`src/design/eux_pkg.sv`:
```
package eux_pkg;

  localparam int ANGLE_BITS    = 16;
  localparam int OUT_FRAC_BITS = 14;
  localparam int CORDIC_STAGES = 16;

  localparam int OUT_W    = OUT_FRAC_BITS + 2;
  localparam int CORDIC_N = (CORDIC_STAGES > 32) ? 32 : CORDIC_STAGES;
  localparam int STG_W    = 5;
  localparam int WORK_W   = 34;   // Q4.30 working width for x, y and sums
  localparam int MUL_W    = 32;   // Q2.30 multiplier operand
  localparam int Z_W      = 33;   // residual angle, 2^32 = one turn
  localparam int RND_SH   = 30 - OUT_FRAC_BITS;

  localparam logic signed [WORK_W-1:0] CORDIC_GAIN = 34'sd652032874;

  localparam logic [1:0] QUAD_0 = 2'd0;
  localparam logic [1:0] QUAD_1 = 2'd1;
  localparam logic [1:0] QUAD_2 = 2'd2;

  localparam int LANE_X = 0;
  localparam int LANE_Y = 1;
  localparam int LANE_Z = 2;

  typedef struct packed {
    logic                    vld;
    logic [2:0][1:0]         quad;
    logic [2:0][WORK_W-1:0]  x;
    logic [2:0][WORK_W-1:0]  y;
    logic [2:0][Z_W-1:0]     z;
  } cordic_t;

  function automatic logic [Z_W-1:0] atan_lut(input logic [STG_W-1:0] idx);
    logic [31:0] v;
    case (idx)
      5'd0:  v = 32'h20000000;  5'd1:  v = 32'h12E4051E;
      5'd2:  v = 32'h09FB385B;  5'd3:  v = 32'h051111D4;
      5'd4:  v = 32'h028B0D43;  5'd5:  v = 32'h0145D7E1;
      5'd6:  v = 32'h00A2F61E;  5'd7:  v = 32'h00517C55;
      5'd8:  v = 32'h0028BE53;  5'd9:  v = 32'h00145F2F;
      5'd10: v = 32'h000A2F98;  5'd11: v = 32'h000517CC;
      5'd12: v = 32'h00028BE6;  5'd13: v = 32'h000145F3;
      5'd14: v = 32'h0000A2FA;  5'd15: v = 32'h0000517D;
      5'd16: v = 32'h000028BE;  5'd17: v = 32'h0000145F;
      5'd18: v = 32'h00000A30;  5'd19: v = 32'h00000518;
      5'd20: v = 32'h0000028C;  5'd21: v = 32'h00000146;
      5'd22: v = 32'h000000A3;  5'd23: v = 32'h00000051;
      5'd24: v = 32'h00000029;  5'd25: v = 32'h00000014;
      5'd26: v = 32'h0000000A;  5'd27: v = 32'h00000005;
      5'd28: v = 32'h00000003;  5'd29: v = 32'h00000001;
      5'd30: v = 32'h00000001;
      default: v = 32'h00000000;
    endcase
    return {1'b0, v};
  endfunction

  // Q2.30 product with round half up
  function automatic logic signed [WORK_W-1:0] mul_q30(input logic signed [MUL_W-1:0] a,
                                                       input logic signed [MUL_W-1:0] b);
    logic signed [2*MUL_W-1:0] p;
    p = a * b + (64'sd1 <<< 29);
    return WORK_W'(p >>> 30);
  endfunction

endpackage

```
`src/design/eux_cordic_cell.sv`:
```
module eux_cordic_cell (
  input  logic                          clk_i,
  input  logic                          rst_ni,
  input  logic                          en_i,
  input  logic [eux_pkg::STG_W-1:0]     stage_i,
  input  eux_pkg::cordic_t              d_i,
  output eux_pkg::cordic_t              q_o
);
  import eux_pkg::*;

  cordic_t                  data_d, data_q;
  logic                     vld_q;
  logic signed [WORK_W-1:0] xs, ys, dx, dy;
  logic [Z_W-1:0]           at;

  always_comb begin
    data_d = d_i;
    at     = atan_lut(stage_i);
    for (int l = 0; l < 3; l++) begin
      xs = $signed(d_i.x[l]);
      ys = $signed(d_i.y[l]);
      dx = ys >>> stage_i;
      dy = xs >>> stage_i;
      if (!d_i.z[l][Z_W-1]) begin
        data_d.x[l] = xs - dx;
        data_d.y[l] = ys + dy;
        data_d.z[l] = d_i.z[l] - at;
      end else begin
        data_d.x[l] = xs + dx;
        data_d.y[l] = ys - dy;
        data_d.z[l] = d_i.z[l] + at;
      end
    end
  end

  always_ff @(posedge clk_i or negedge rst_ni) begin
    if (!rst_ni) begin
      vld_q <= 1'b0;
    end else if (en_i) begin
      vld_q <= d_i.vld;
    end
  end

  always_ff @(posedge clk_i) begin
    if (en_i) begin
      data_q <= data_d;
    end
  end

  always_comb begin
    q_o     = data_q;
    q_o.vld = vld_q;
  end
endmodule

```
`config.mk`:
```
export PLATFORM = sky130hd
export DESIGN_NAME = eux_cordic_cell
export DESIGN_NICKNAME = d
export VERILOG_FILES = /design/src/design/eux_pkg.sv /design/src/design/eux_cordic_cell.sv
export SDC_FILE = /design/constraint.sdc
export NUM_CORES = 2
export LEC_CHECK = 0
export BUFFER_PORTS_ARGS = -buffer_cell sky130_fd_sc_hd__buf_2
export CAP_MARGIN = 30
export CORE_MARGIN = 5
export CORE_UTILIZATION = 54
export CTS_CLUSTER_SIZE = 30
export DETAILED_ROUTE_END_ITERATION = 10
export PLACE_DENSITY = 0.86
export SYNTH_ARGS = -nofsm -noshare
export SYNTH_HDL_FRONTEND = slang
export SYNTH_SLANG_ARGS = --single-unit
```
`constraint.sdc`:
```
create_clock -name clk_i -period 0.8 [get_ports clk_i]
set_input_delay 0.16 -clock clk_i [delete_from_list [all_inputs] [get_ports clk_i]]
set_output_delay 0.16 -clock clk_i [all_outputs]
set_load 0.1 [all_outputs]
```
==> results.json, run 1 <==
{
  "yosys_warnings": 0,
  "synth_top_cell_by_area": "edfxtp_1",
  "io_pins": 628,
  "synth-edff-count": 309,
  "dp_hpwl_um": 208000,
  "die_x_um": 294,
  "grt_max_degree": 37,
  "avgSynthCellArea_um2": 9.30,
  "synth.distinct_cells": 105,
  "synth_top_area_share_pct": 21.3,
  "clkSinkCount": 310,
  "port_buffers": 627,
  "fp.dieH_um": 294,
  "synth.most_common_cell": "a21oi_1",
  "seq_area_frac_synth_pct": 21.3,
  "overflow": 4238,
  "synth-seq-cells": 310,
  "htree_levels": 2,
  "grt_pass1_wl_um": 628000,
  "grt_usage_pct": 93.9,
  "dpl.cell_count": 8108,
  "syn_nets": 5323,
  "grt_pass1_vias": 85300,
  "haltStage": "global routing",
  "row_count": 104,
  "toolErrorMsg": "[ERROR GRT-0116] Global routing finished with congestion. Check the congestion regions in the DRC Viewer.",
  "synth_area_um2": 43600,
  "netlist_instances": 4690,
  "yosys-top-cells-count": "399 x a21oi_1, 372 x nor2_1, 331 x nand2_1, 309 x edfxtp_1, 307 x xnor2_1",
  "synth_area_leaders": "edfxtp_1 21%, mux4_2 12%, ha_1 8.8%",
  "numCtsBuffers": 37,
  "initial_core_util_pct": 54.3,
  "synthArstFlopShare_pct": 0.323,
  "status": "did not finish",
  "synth_flop_cell": "edfxtp_1",
  "clock_path_buffers": 3,
  "root_buffer": "clkbuf_16",
  "gp_congestion": 1.29
}
[what timing repair did]
item / 4_1_cts
hold buffers: 10
cloned: 13
hold endpoints to repair: 14
setup endpoints to repair: 613
resized for setup: 562
pin swaps: 229
buffers inserted: 175
[per-layer routing]
metal  GRT overflow  track usage (%)
met1            152             86.2
met2           2639              111
met3            216             80.9
met4           1190              103
met5             41             63.2
[cell families after synthesis]
family | Yosys count | synth area share [%]
xor gates and xnor gates | 471 | 9.46
DFF | 310 | 21.3
buffers and inverters | 380 | 4.36
AOI/OAI and AO/OA | 1412 | 21.1
adders and majority gates | 315 | 9.19
muxes | 579 | 20.9
and+or+nand+nor | 1223 | 13.6
[per-stage QoR]
step	setup TNS (ns)	setup WS, ns	hold slack, ns	instance area [um^2]
2_1_floorplan	-1141.52	-4.71	-0.136	45100
3_5_place_dp	-1306.06	-5.34	-0.0628	68000
3_3_place_gp	-1187.95	-4.85	-0.0659	68000
4_1_cts	-1181.19	-4.22	-0.101	73600
==> run 2: changes to the inputs <==
--- a/config.mk
+++ b/config.mk
@@ -8,10 +8,9 @@
 export BUFFER_PORTS_ARGS = -buffer_cell sky130_fd_sc_hd__buf_2
 export CAP_MARGIN = 30
 export CORE_MARGIN = 5
-export CORE_UTILIZATION = 54
-export CTS_CLUSTER_SIZE = 30
+export CORE_UTILIZATION = 40
 export DETAILED_ROUTE_END_ITERATION = 10
-export PLACE_DENSITY = 0.86
+export PLACE_DENSITY_LB_ADDON = 0.15
 export SYNTH_ARGS = -nofsm -noshare
 export SYNTH_HDL_FRONTEND = slang
 export SYNTH_SLANG_ARGS = --single-unit
==> constraint.sdc (replaced) <==
create_clock -name clk_i -period 1 [get_ports clk_i]
set_input_delay 0.2 -clock clk_i [delete_from_list [all_inputs] [get_ports clk_i]]
set_output_delay 0.2 -clock clk_i [all_outputs]
set_load 0.1 [all_outputs]
==> results.json, run 2 <==
{
  "insertion_delay_ns": 0.62,
  "die_x_um": 340,
  "io_pins": 628,
  "synth.most_common_cell": "a21oi_1",
  "ir_drop_mv": 2.19,
  "gp_congestion": 1.02,
  "port_buffers": 627,
  "drc": 0,
  "drive_gt1_share_pct": 57.0,
  "leakagePower_nw": 35.6,
  "grt_pass1_wl_um": 335000,
  "overflow": 0,
  "synthArstFlopShare_pct": 0.323,
  "vias": 53400,
  "mostFrequentLayoutCells": "2,302 x buf_4, 382 x buf_12, 317 x nor2_1",
  "period_share_pct": 505,
  "grt_pass1_vias": 54300,
  "worst_path_max_delay_cell": "mux4_2",
  "finalPower_w": 0.137,
  "synth_top_area_share_pct": 21.3,
  "cp_top_family": "compound AO/OA/AOI/OAI gates",
  "synth_top_cell_by_area": "edfxtp_1",
  "fp.dieH_um": 340,
  "numCtsBuffers": 39,
  "largest_reg_flops": 309,
  "routed_wl_um": 229000,
  "top_layer_used": "met5",
  "postRouteAntennaNets": 0,
  "max_cap_viol_count": 0,
  "dp_hpwl_um": 181000,
  "fin_setup_tns_ns": -1039.04,
  "layout_min_cycle_time_ns": 5.05,
  "seq_area_frac_synth_pct": 21.3,
  "antenna_found_initial": 24,
  "cp.buffers_inverters": 5,
  "yosys-top-cells-count": "399 x a21oi_1, 372 x nor2_1, 331 x nand2_1, 309 x edfxtp_1, 307 x xnor2_1",
  "grt_usage_pct": 37.4,
  "grt_max_degree": 31,
  "setup_slack_ns": -4.05,
  "min_path_type": "in -> reg",
  "tightest_slew_ns": 0.901,
  "routed_via_density": 5.88,
  "fin_util_pct": 72.8,
  "dieArea_um2": 116000,
  "cts_hold_buffers": 9,
  "wire_per_inst_um": 25.2,
  "cts_tree": "built",
  "max_freq_mhz": 198,
  "synth_area_um2": 43600,
  "setup-violations-final": 613,
  "start_kind": "input port",
  "synth.distinct_cells": 105,
  "rsz0062_at_grt": "true",
  "synth_area_leaders": "edfxtp_1 21%, mux4_2 12%, ha_1 8.8%",
  "yosys_warnings": 0,
  "row_count": 121,
  "htree_levels": 2,
  "mostFrequentLayoutCell": "buf_4",
  "synth-edff-count": 309,
  "wl_met3_um": 19100,
  "initial_core_util_pct": 40.2,
  "wl_met1_um": 87900,
  "cellPowerDensity_nw_per_um2": 1730,
  "max_stage_delay_ns": 0.61,
  "synth-seq-cells": 310,
  "root_buffer": "clkbuf_16",
  "dr_wl_met2_um": 107000,
  "firstDrtPassIters": 6,
  "hold_slack_ns": -0.122,
  "hold_viol_final": 6,
  "failed_checks": "hold timing, setup timing",
  "synth_flop_cell": "edfxtp_1",
  "clkSinkCount": 310,
  "relSlewSlack_pct": 39.9,
  "first_iter_violations": 4975,
  "crit_fanout": 7,
  "avgSynthCellArea_um2": 9.30,
  "cp.required_ns": 1.37,
  "clk_pin_slew_worst_paths_ns": 0.06,
  "synthToLayoutAreaGrowth_pct": 81.3,
  "clock_path_buffers": 3,
  "syn_nets": 5323,
  "critical_path_arrival_ns": 5.42,
  "skew_ns": 0,
  "netlist_instances": 4690,
  "fp.coreArea_um2": 109000,
  "endpoint_kind": "register",
  "final_nets": 8261,
  "final-max-slew-violation-count": 0,
  "critPathKind": "in -> reg",
  "status": "complete, but fails checks"
}
run 2: layout make-up:
class	instances	area, um^2
clock buffer	43	991
antenna	24	60.1
clock inverter	26	274
timing repair buffer	3168	28900
inverter	109	440
fill	7802	29500
multi-input combinational	4000	37300
tap	1414	1770
sequential	310	9300
run 2: cells by family (layout without fill, tap and decap cells):
logic type	Yosys count	count (layout)	share of synthesized area [%]
AOI/OAI and AO/OA	1412	1412	21.1
xor gates and xnor gates	471	471	9.46
adders and majority gates	315	315	9.19
buffers and inverters	380	3346	4.36
DFF	310	310	21.3
muxes	579	579	20.9
other	0	24	0
and+or+nand+nor	1223	1223	13.6
run 2: repair_timing:
| item | 4_1_cts | 5_1_grt |
|---|---|---|
| endpoints found under the setup margin | 613 | 613 |
| endpoints found under the hold margin | 16 | 6 |
| resized for setup | 673 | 302 |
| pin swaps | 360 | 302 |
| buffers inserted | 238 | 104 |
| gates cloned | 17 | 2 |
run 2: path summary, 6_finish.rpt:
check	startpoint	endpoint	slack (ns)	cells past startpoint
worst max-delay path	stage_i[0]	q_o[265]	-4.05	26
worst min-delay path	d_i[66]	q_o[66]	-0.12	2
worst max register to register	vld_q	vld_q	0.20	1
worst min register to register	vld_q	vld_q	0.60	1
max in group asynchronous	rst_ni	vld_q	0.48	3
min in group asynchronous	rst_ni	vld_q	0.42	3
run 2: per-stage QoR:
step                      cell area [um^2]  setup WS, ns  hold WS, ns  std cells
after detailed placement             70400         -4.95      -0.0218       8691
after floorplan                      45100         -4.55      -0.0956       4690
final                                79000         -4.05       -0.122       9094
after global routing                 79000         -4.20       -0.126       9083
after CTS                            77100         -3.84       -0.160       9002
after global placement               70400         -4.92      -0.0246       8691
run 2: report_power, final:
part / switching, W / internal (W)
Sequential: 0.00311 / 0.0196
Combinational: 0.0561 / 0.0438
Clock: 0.00622 / 0.00827
Total: 0.0654 / 0.0717
run 2: layer usage:
layer | track usage [%] | vias to the layer above
li1 | - | 24000
met1 | 46.1 | 25900
met2 | 62.7 | 2736
met3 | 7.00 | 738
met4 | 19.4 | 10
met5 | 0 | -
(Power assumes the default switching activity.)
